===== src/ppmd_pkg.sv =====
`timescale 1ns / 1ps
// ----------------------------------------------------------------------------
// ppmd_pkg
// Register indexes and fixed constants of the position PID motor drive.
// ----------------------------------------------------------------------------
package ppmd_pkg;

    // Configuration register indexes
    localparam logic [2:0] CFG_SETPOINT = 3'd0;
    localparam logic [2:0] CFG_GAIN_P   = 3'd1;
    localparam logic [2:0] CFG_GAIN_I   = 3'd2;
    localparam logic [2:0] CFG_GAIN_D   = 3'd3;
    localparam logic [2:0] CFG_TSTEP    = 3'd4;
    localparam logic [2:0] CFG_WINDUP   = 3'd5;
    localparam logic [2:0] CFG_PERIOD   = 3'd6;

    localparam logic signed [16:0] WRAP_SPAN = 17'sd1320;
    localparam logic signed [16:0] DEAD_BAND = 17'sd2;
    localparam logic [15:0]        FULL_SCALE = 16'hFFFF;
    localparam logic [6:0]         DUTY_MIN   = 7'd10;
    localparam logic [6:0]         DUTY_MAX   = 7'd95;
    localparam logic [63:0]        TERM_LIMIT = 64'h1000_0000_0000_0000;
    // ceil(2^30 / 100): exact quotient by 100 for any 23-bit dividend.
    localparam logic [23:0]        RECIP_100  = 24'd10737419;

endpackage


===== src/pid_position_motor_drive_core.sv =====
`timescale 1ns / 1ps
// ----------------------------------------------------------------------------
// pid_position_motor_drive_core
// Encoder wrap, deadband and fixed-point PID with anti-windup, bit-serial.
// ----------------------------------------------------------------------------
// An item is taken only while the sequencer is idle, so no new item enters
// before the last has left it. A driving item walks DIV, MUL, SUM, UPD, PW,
// OUT; a deadband item jumps to OUT. OUT waits for a free output register.
// The work is done by the 33-step restoring divider followed by the 32-step
// shift-add multipliers. Reset is synchronous and active low; it loads the
// register defaults and clears the integrator and the stored error.
// ----------------------------------------------------------------------------
module pid_position_motor_drive_core (
    input  logic        i_clk,
    input  logic        i_rst_n,
    // configuration write port
    input  logic        i_cfg_wr_en,
    input  logic [2:0]  i_cfg_addr,
    input  logic [31:0] i_cfg_wdata,
    // input item channel
    input  logic        i_in_valid,
    output logic        o_in_ready,
    input  logic [15:0] i_raw_position,
    // result item channel
    output logic        o_out_valid,
    input  logic        i_out_ready,
    output logic [15:0] o_wrapped_position,
    output logic        o_drive_enable,
    output logic        o_direction,
    output logic [6:0]  o_duty_percent,
    output logic [15:0] o_pulse_width
);

    // Sequencer states. An item walks IDLE -> DIV -> MUL -> SUM -> UPD -> PW
    // -> OUT; a deadband item jumps from IDLE straight to OUT.
    localparam logic [2:0] S_IDLE = 3'd0;
    localparam logic [2:0] S_DIV  = 3'd1;
    localparam logic [2:0] S_MUL  = 3'd2;
    localparam logic [2:0] S_SUM  = 3'd3;
    localparam logic [2:0] S_UPD  = 3'd4;
    localparam logic [2:0] S_PW   = 3'd5;
    localparam logic [2:0] S_OUT  = 3'd6;

    // Configuration registers.
    logic signed [15:0] r_setpoint;
    logic signed [31:0] r_gain_p, r_gain_i, r_gain_d;
    logic [15:0]        r_time_step, r_period;
    logic               r_windup;

    // Controller state.
    logic signed [47:0] r_integ;
    logic signed [17:0] r_prev_err;

    // Per-item working registers.
    logic [2:0]         r_state;
    logic [5:0]         r_cnt;
    logic [15:0]        r_pos;
    logic               r_dead;
    logic signed [17:0] r_e;
    logic [16:0]        r_e_mag;
    logic               r_diff_neg;
    logic [32:0]        r_num;      // numerator, shifted out as quotient bits shift in
    logic [15:0]        r_rem;
    logic [48:0]        r_pp_p;     // {partial sum, multiplier bits} per product
    logic [79:0]        r_pp_i;
    logic [64:0]        r_pp_d;
    logic signed [63:0] r_u;
    logic               r_dir;
    logic [6:0]         r_duty;
    logic [22:0]        r_prod;

    // Output register, which frees the sequencer while a result waits.
    logic               r_out_valid;
    logic [15:0]        r_o_pos;
    logic               r_o_en, r_o_dir;
    logic [6:0]         r_o_duty;
    logic [15:0]        r_o_pw;

    // ---------------- input stage: wrap, deadband, error ----------------
    logic signed [16:0] w_raw, w_wrap;
    logic signed [17:0] w_e, w_diff;
    logic [17:0]        w_e_abs, w_diff_abs;
    logic               w_dead, w_accept;
    logic [15:0]        w_dt;
    logic [47:0]        w_integ_mag;

    assign w_raw = {i_raw_position[15], i_raw_position};

    always_comb begin
        w_wrap = w_raw;
        if (w_raw > ppmd_pkg::WRAP_SPAN) begin
            w_wrap = w_raw - ppmd_pkg::WRAP_SPAN;
        end else if (w_raw < -ppmd_pkg::WRAP_SPAN) begin
            w_wrap = w_raw + ppmd_pkg::WRAP_SPAN;
        end
    end

    assign w_dead     = (w_wrap >= -ppmd_pkg::DEAD_BAND) && (w_wrap <= ppmd_pkg::DEAD_BAND);
    assign w_e        = {{2{r_setpoint[15]}}, r_setpoint} - {w_wrap[16], w_wrap};
    assign w_diff     = w_e - r_prev_err;
    assign w_e_abs    = w_e[17] ? -w_e : w_e;
    assign w_diff_abs = w_diff[17] ? -w_diff : w_diff;
    // A zero time step behaves as the smallest step.
    assign w_dt       = (r_time_step == 16'd0) ? 16'd1 : r_time_step;
    assign w_integ_mag = r_integ[47] ? 48'(-r_integ) : 48'(r_integ);

    // The sequencer takes an item whenever it is idle; a finished result
    // sits in the output register meanwhile.
    assign o_in_ready = (r_state == S_IDLE);
    assign w_accept   = i_in_valid && o_in_ready;

    // ---------------- restoring divider, one quotient bit per cycle ------
    logic [16:0] w_trial;
    logic        w_qbit;
    logic [15:0] w_rem_next;
    logic [32:0] w_num_next;

    assign w_trial    = {r_rem, r_num[32]};
    assign w_qbit     = (w_trial >= {1'b0, w_dt});
    assign w_rem_next = w_qbit ? 16'(w_trial - {1'b0, w_dt}) : w_trial[15:0];
    assign w_num_next = {r_num[31:0], w_qbit};

    // ---------------- shift-add multipliers, one gain bit per cycle ------
    logic [17:0] w_sum_p;
    logic [48:0] w_sum_i;
    logic [33:0] w_sum_d;

    assign w_sum_p = {1'b0, r_pp_p[48:32]} + (r_pp_p[0] ? {1'b0, r_e_mag} : 18'd0);
    assign w_sum_i = {1'b0, r_pp_i[79:32]} + (r_pp_i[0] ? {1'b0, w_integ_mag} : 49'd0);
    assign w_sum_d = {1'b0, r_pp_d[64:32]} + (r_pp_d[0] ? {1'b0, r_num} : 34'd0);

    // ---------------- term saturation and sum ----------------
    logic [63:0]        w_ti_raw, w_ti, w_td, w_tp;
    logic signed [63:0] w_sp, w_si, w_sd;

    assign w_ti_raw = r_pp_i[79:16];
    assign w_ti     = (w_ti_raw > ppmd_pkg::TERM_LIMIT) ? ppmd_pkg::TERM_LIMIT : w_ti_raw;
    assign w_td     = (r_pp_d > {1'b0, ppmd_pkg::TERM_LIMIT}) ? ppmd_pkg::TERM_LIMIT
                                                               : r_pp_d[63:0];
    assign w_tp     = {15'd0, r_pp_p};
    assign w_sp     = (r_gain_p[31] ^ r_e[17])   ? -$signed(w_tp) : $signed(w_tp);
    assign w_si     = (r_gain_i[31] ^ r_integ[47]) ? -$signed(w_ti) : $signed(w_ti);
    assign w_sd     = (r_gain_d[31] ^ r_diff_neg) ? -$signed(w_td) : $signed(w_td);

    // ---------------- saturation test, duty and integrator ----------------
    logic [63:0]        w_um;
    logic               w_sat, w_hold;
    logic [22:0]        w_n100;
    logic [6:0]         w_q0, w_q;
    logic [16:0]        w_r;
    logic [6:0]         w_duty;
    logic signed [16:0] w_dt_s;
    logic signed [34:0] w_dte;
    logic signed [48:0] w_ni;
    logic signed [47:0] w_ni_sat;

    assign w_um  = r_u[63] ? 64'(-r_u) : 64'(r_u);
    assign w_sat = (w_um >= {32'd0, ppmd_pkg::FULL_SCALE, 16'd0});
    // Integer part times 100, divided by 65535 via the 2^16 reciprocal and
    // one correction step.
    assign w_n100 = 23'(w_um[31:16]) * 23'd100;
    assign w_q0   = w_n100[22:16];
    assign w_r    = {1'b0, w_n100[15:0]} + {10'd0, w_q0};
    assign w_q    = (w_r >= {1'b0, ppmd_pkg::FULL_SCALE}) ? w_q0 + 7'd1 : w_q0;

    always_comb begin
        if (w_um[63:16] >= {32'd0, ppmd_pkg::FULL_SCALE}) begin
            w_duty = ppmd_pkg::DUTY_MAX;
        end else if (w_q < ppmd_pkg::DUTY_MIN) begin
            w_duty = ppmd_pkg::DUTY_MIN;
        end else if (w_q > ppmd_pkg::DUTY_MAX) begin
            w_duty = ppmd_pkg::DUTY_MAX;
        end else begin
            w_duty = w_q;
        end
    end

    // Anti-windup: hold when enabled, saturated and error and integrator share a sign.
    assign w_hold = w_sat && (r_e[17] == r_integ[47]) && r_windup;
    assign w_dt_s = {1'b0, w_dt};
    assign w_dte  = 35'(w_dt_s) * 35'(r_e);
    assign w_ni   = {r_integ[47], r_integ} + {{14{w_dte[34]}}, w_dte};

    always_comb begin
        if (w_ni > 49'sh0_7FFF_FFFF_FFFF) begin
            w_ni_sat = 48'sh7FFF_FFFF_FFFF;
        end else if (w_ni < -49'sh0_8000_0000_0000) begin
            w_ni_sat = 48'sh8000_0000_0000;
        end else begin
            w_ni_sat = w_ni[47:0];
        end
    end

    // Pulse width = duty * period / 100 through the exact reciprocal.
    logic [46:0] w_pw_full;
    assign w_pw_full = 47'(r_prod) * 47'(ppmd_pkg::RECIP_100);

    logic w_out_free;
    assign w_out_free = !r_out_valid || i_out_ready;

    // ---------------- configuration ----------------
    always_ff @(posedge i_clk) begin
        if (!i_rst_n) begin
            r_setpoint  <= '0;
            r_gain_p    <= 32'sd65536;
            r_gain_i    <= '0;
            r_gain_d    <= '0;
            r_time_step <= 16'd655;
            r_windup    <= 1'b1;
            r_period    <= 16'd1000;
        end else if (i_cfg_wr_en) begin
            unique case (i_cfg_addr)
                ppmd_pkg::CFG_SETPOINT: r_setpoint  <= i_cfg_wdata[15:0];
                ppmd_pkg::CFG_GAIN_P:   r_gain_p    <= i_cfg_wdata;
                ppmd_pkg::CFG_GAIN_I:   r_gain_i    <= i_cfg_wdata;
                ppmd_pkg::CFG_GAIN_D:   r_gain_d    <= i_cfg_wdata;
                ppmd_pkg::CFG_TSTEP:    r_time_step <= i_cfg_wdata[15:0];
                ppmd_pkg::CFG_WINDUP:   r_windup    <= i_cfg_wdata[0];
                ppmd_pkg::CFG_PERIOD:   r_period    <= i_cfg_wdata[15:0];
                default: ;
            endcase
        end
    end

    // ---------------- sequencer and datapath ----------------
    always_ff @(posedge i_clk) begin
        if (!i_rst_n) begin
            r_state    <= S_IDLE;
            r_cnt      <= '0;
            r_integ    <= '0;
            r_prev_err <= '0;
        end else begin
            unique case (r_state)
                S_IDLE: begin
                    if (w_accept) begin
                        r_pos      <= w_wrap[15:0];
                        r_dead     <= w_dead;
                        r_e        <= w_e;
                        r_e_mag    <= w_e_abs[16:0];
                        r_diff_neg <= w_diff[17];
                        r_num      <= {w_diff_abs[16:0], 16'd0};
                        r_rem      <= '0;
                        r_cnt      <= '0;
                        r_pp_p     <= {17'd0, (r_gain_p[31] ? 32'(-r_gain_p) : 32'(r_gain_p))};
                        r_pp_i     <= {48'd0, (r_gain_i[31] ? 32'(-r_gain_i) : 32'(r_gain_i))};
                        r_state    <= w_dead ? S_OUT : S_DIV;
                    end
                end
                S_DIV: begin
                    r_num <= w_num_next;
                    r_rem <= w_rem_next;
                    if (r_cnt == 6'd32) begin
                        r_cnt   <= '0;
                        r_pp_d  <= {33'd0, (r_gain_d[31] ? 32'(-r_gain_d) : 32'(r_gain_d))};
                        r_state <= S_MUL;
                    end else begin
                        r_cnt <= r_cnt + 6'd1;
                    end
                end
                S_MUL: begin
                    r_pp_p <= {w_sum_p, r_pp_p[31:1]};
                    r_pp_i <= {w_sum_i, r_pp_i[31:1]};
                    r_pp_d <= {w_sum_d, r_pp_d[31:1]};
                    if (r_cnt == 6'd31) begin
                        r_state <= S_SUM;
                    end else begin
                        r_cnt <= r_cnt + 6'd1;
                    end
                end
                S_SUM: begin
                    r_u     <= w_sp + w_si + w_sd;
                    r_state <= S_UPD;
                end
                S_UPD: begin
                    if (!w_hold) begin
                        r_integ <= w_ni_sat;
                    end
                    r_prev_err <= r_e;
                    r_dir      <= r_u[63];
                    r_duty     <= w_duty;
                    r_state    <= S_PW;
                end
                S_PW: begin
                    r_prod  <= 23'(r_duty) * 23'(r_period);
                    r_state <= S_OUT;
                end
                S_OUT: begin
                    if (w_out_free) begin
                        r_state <= S_IDLE;
                    end
                end
                default: r_state <= S_IDLE;
            endcase
        end
    end

    // ---------------- output register ----------------
    always_ff @(posedge i_clk) begin
        if (!i_rst_n) begin
            r_out_valid <= 1'b0;
        end else if (r_state == S_OUT && w_out_free) begin
            r_out_valid <= 1'b1;
        end else if (i_out_ready) begin
            r_out_valid <= 1'b0;
        end
    end

    always_ff @(posedge i_clk) begin
        if (r_state == S_OUT && w_out_free) begin
            r_o_pos <= r_pos;
            if (r_dead) begin
                r_o_en   <= 1'b0;
                r_o_dir  <= 1'b0;
                r_o_duty <= '0;
                r_o_pw   <= '0;
            end else begin
                r_o_en   <= 1'b1;
                r_o_dir  <= r_dir;
                r_o_duty <= r_duty;
                r_o_pw   <= w_pw_full[45:30];
            end
        end
    end

    assign o_out_valid        = r_out_valid;
    assign o_wrapped_position = r_o_pos;
    assign o_drive_enable     = r_o_en;
    assign o_direction        = r_o_dir;
    assign o_duty_percent     = r_o_duty;
    assign o_pulse_width      = r_o_pw;

endmodule


===== config.mk =====
export PLATFORM = sky130hd
export DESIGN_NAME = pid_position_motor_drive_core
export DESIGN_NICKNAME = d
export VERILOG_FILES = /design/src/ppmd_pkg.sv /design/src/pid_position_motor_drive_core.sv
export SDC_FILE = /design/constraint.sdc
export NUM_CORES = 2
export LEC_CHECK = 0
export ABC_CLOCK_PERIOD_IN_PS = 12200
export BUFFER_PORTS_ARGS = -buffer_cell sky130_fd_sc_hd__buf_2
export CORE_AREA = 2 2 550 552
export CTS_CLUSTER_DIAMETER = 100
export DETAILED_ROUTE_END_ITERATION = 10
export DIE_AREA = 0 0 552 554
export SLEW_MARGIN = 20
export SYNTH_ARGS = -nofsm -noshare
export SYNTH_HDL_FRONTEND = slang
export SYNTH_SLANG_ARGS = --single-unit

===== constraint.sdc =====
create_clock -name i_clk -period 12.2 [get_ports i_clk]
set_input_delay 2.44 -clock i_clk [delete_from_list [all_inputs] [get_ports i_clk]]
set_output_delay 2.44 -clock i_clk [all_outputs]
set_load 0.05 [all_outputs]

==> out/qor.txt <==
Hold Slack: 0.414 ns
RSZ-0062 raised after global routing: no
ys flop type: edfxtp_1
clk_lat worst skew: 0.70 ns
Synth-to-Final Area Change: 9.97%
Min-Delay Startpoint: r_pos[11]$_DFFE_PP_
Worst VDD drop: 846 uV
Hold Crit Class: flop to flop
Critical Path End Type: flop
final hold vios: 0
Tmin final: 9.88 ns
Vias/cell: 4.70
cell area after synthesis: 74700 um^2
pre-CTS WS: 2.03 ns
Inst Count DP: 12215
slew margin rel.: 21.4%
Synth top area share: 19.7%
Slew @ Worst Pin: 1.17 ns
Crit path required time: 12.71 ns
die area: 306000 um^2
Die Span Y: 554 um
antenna violations before repair: 13
Max Cap Viol: 0
first-pass GRT wire length: 335 mm
skew final: 0.0343 ns
most used cell along the critical path: fa_1
routed wire length: 212 mm
total negative slack: 0 ns
dominant cell type by area after synthesis: fa_1
status: finished clean
vias in the first global route: 57540
global-route usage over all layers: 13.8%
TritonCTS clock tree: built
Congestion Overflow GR: 0
Mapped Cells: 8384
share of cells above drive strength 1: 4.47%
drt wl/cell: 17.2 um
post-route insts no fill: 12353
Final nets: 9810
average size of a mapped cell: 8.91 um^2
PwrDens: 163 nW/um^2
kind of critical path: flop to flop
CP arrival: 10.39 ns
leading post-synthesis cells by cell area: fa_1 20%, edfxtp_1 17%, ha_1 11%, inv_1 6.0%, dfxtp_1 5.9%
I/O Buffers: 98
Setup-failing EPs final: 0
Post-synth EDFFs: 431
Final Power: 13400 uW
crit-path max cell delay: 0.89 ns
fmax: 101 MHz
post-synth cell types: 92
CTS Buffer Depth: 3
initial drt markers: 4448
Fillers: 31992
post-cts resize count: 0
CP Launch Type: flop
# hold bufs at CTS: 0
Critical R2R Launch: r_time_step[9]$_SDFFE_PN1P_
leakage power: 0.0359 uW
cts bufs inserted: 74
Die Wd: 552 um
clock sink count: 652
htree depth: 3
clock-pin slew on the worst setup and hold paths: 0.06 ns
Final Max Tran Viols: 0
ys async rst share: 0%
syn nets: 9861
Routed Antenna Nets: 0
Seq. cell area: 17400 um^2
Core Rows: 201
Crit-path slowest cell: xor2_4
register bit total from synthesis: 652
Multi-input gate area: 51800 um^2
register area share after synthesis: 23.3%
worst setup path startpoint: r_time_step[9]$_SDFFE_PN1P_
Initial Utilization: 25.0%
Core Region: 299000 um^2
CP Max Fanout: 37
Root Driver: clkbuf_16
fin crit share: 81.0%
drt pass-1 iters: 7
largest net degree at the start of global routing: 207
Final WS setup: 2.32 ns
Final GP Congestion: 0.916
drt drc: 0
DP Wirelength: 171 mm
Syn. warnings: 0
IO Count: 99
setup bufs post-CTS: 0
Vias: 58010
==> final cells by class <==
type / count / share of cell area, %
clock buffers: 97 / 2.54
flip-flops and latches: 652 / 21.1
inverters: 1205 / 5.51
well taps: 3958 / 6.03
multi-input cells: 6229 / 63.1
diodes: 1 / 0.00305
repair buffers: 171 / 1.28
clock inverters: 40 / 0.417
==> stage by stage <==
step | area, um^2 | util, %
final | 82100 | 27.4
after floorplan | 74700 | -
after global routing | 82100 | 27.4
after CTS | 82100 | 27.4
after global placement | 79700 | 26.6
after detailed placement | 79700 | 26.6
==> sequential cells by signal, summed over array words and instances, names as in the netlist, 6 cells and up <==
name,count
r_gain_i,32
r_integ,48
r_period,16
r_cnt,6
o_pulse_width,16
r_u,64
r_gain_d,32
r_prev_err,18
r_pos,16
r_e_mag,16
r_duty,7
r_prod,23
o_duty_percent,7
r_rem,16
r_e,18
o_wrapped_position,16
r_gain_p,32
r_pp_p,49
r_setpoint,16
r_pp_d,65
r_pp_i,80
r_num,33
r_time_step,16
==> synth_stat cells (all sizes together) (12+ instances only) <==
library cell	n
inv	1204
nand2	944
fa	735
ha	686
a21oi	543
edfxtp	431
nor2	427
o21ai	419
and2	359
xnor2	353
xor2	267
clkbuf	264
dfxtp	221
a21o	158
nor3	126
nand3	99
o31ai	84
nor2b	81
or3	77
a31oi	62
nand2b	58
nor4	57
o21a	56
nand4	54
or4	53
o41ai	42
o21bai	41
maj3	37
and3	35
a211oi	34
buf	34
nand3b	29
a21boi	28
o211ai	28
mux2i	25
or2	24
a211o	13
nor3b	12
==> per-layer routing <==
| metal | share of wire (%) | routed length [um] | GRT usage (%) | vias to the layer above |
|---|---|---|---|---|
| li1 | - | - | - | 27951 |
| met1 | 45 | 94900 | 18.6 | 28147 |
| met2 | 45 | 95300 | 22.2 | 1570 |
| met3 | 6.6 | 13900 | 2.29 | 338 |
| met4 | 3.6 | 7710 | 4.50 | 4 |
| met5 | 0.013 | 27 | 0 | - |
==> path summary, 6_finish.rpt <==
check	depth (start not counted)	endpoint	slack, ns
setup / recovery	29	r_integ[3]$_SDFFE_PN0P_	2.32
hold reg to reg	0	o_wrapped_position[11]$_DFFE_PP_	0.41
setup reg to reg	29	r_integ[3]$_SDFFE_PN0P_	2.32
hold / removal	0	o_wrapped_position[11]$_DFFE_PP_	0.41
==> worst max-delay path: cells and delay by family (launching register included) <==
family	cells	cell delay, ns
buffers and inverters	7	1.20
AOI/OAI and AO/OA	11	2.76
adders and majority gates	7	3.25
DFF	1	0.88
xor gates and xnor gates	1	0.89
and+or+nand+nor	3	0.69
==> power breakdown <==
| part | switching, uW | internal, uW | leakage, uW | total, uW |
|---|---|---|---|---|
| Combinational | 5260 | 3290 | 0.0289 | 8540 |
| Sequential | 90.7 | 2450 | 0.00580 | 2540 |
| Clock | 1010 | 1280 | 0.00120 | 2290 |
==> cells by family after synthesis <==
group	after synthesis	synth area share [%]
buffers and inverters	1503	7.62
XOR/XNOR	621	7.30
AO/OA/AOI/OAI	1649	13.7
AND/OR/NAND/NOR	2472	16.1
flip-flops	652	23.3
multiplexers	29	0.395
adder cells (fa/ha/maj)	1458	31.7
==> cells in the final DEF, fill, tap and decap left out, types with 34 or more instances in the layout <==
cell type | netlist | routed
edfxtp_1 | 431 | 431
dfxtp_1 | 221 | 220
or4_1 | 51 | 51
nor2b_1 | 81 | 81
nor3_1 | 125 | 120
o31ai_1 | 84 | 84
xnor2_1 | 353 | 350
and3_1 | 35 | 34
xor2_1 | 267 | 263
or3_1 | 77 | 75
o21a_1 | 55 | 55
buf_4 | 8 | 72
inv_1 | 1203 | 1202
o21bai_1 | 41 | 41
nand2_1 | 944 | 942
nand4_1 | 54 | 54
nand3_1 | 99 | 99
ha_1 | 686 | 686
and2_1 | 358 | 358
clkbuf_16 | 0 | 77
buf_2 | 4 | 98
nor4_1 | 57 | 57
a21oi_1 | 543 | 543
nand2b_1 | 58 | 58
o21ai_0 | 395 | 395
o41ai_1 | 41 | 41
a21o_1 | 158 | 156
maj3_1 | 37 | 37
a31oi_1 | 62 | 62
fa_1 | 735 | 734
nor2_1 | 427 | 421
No activity file was read; power rests on OpenSTA's default activity.
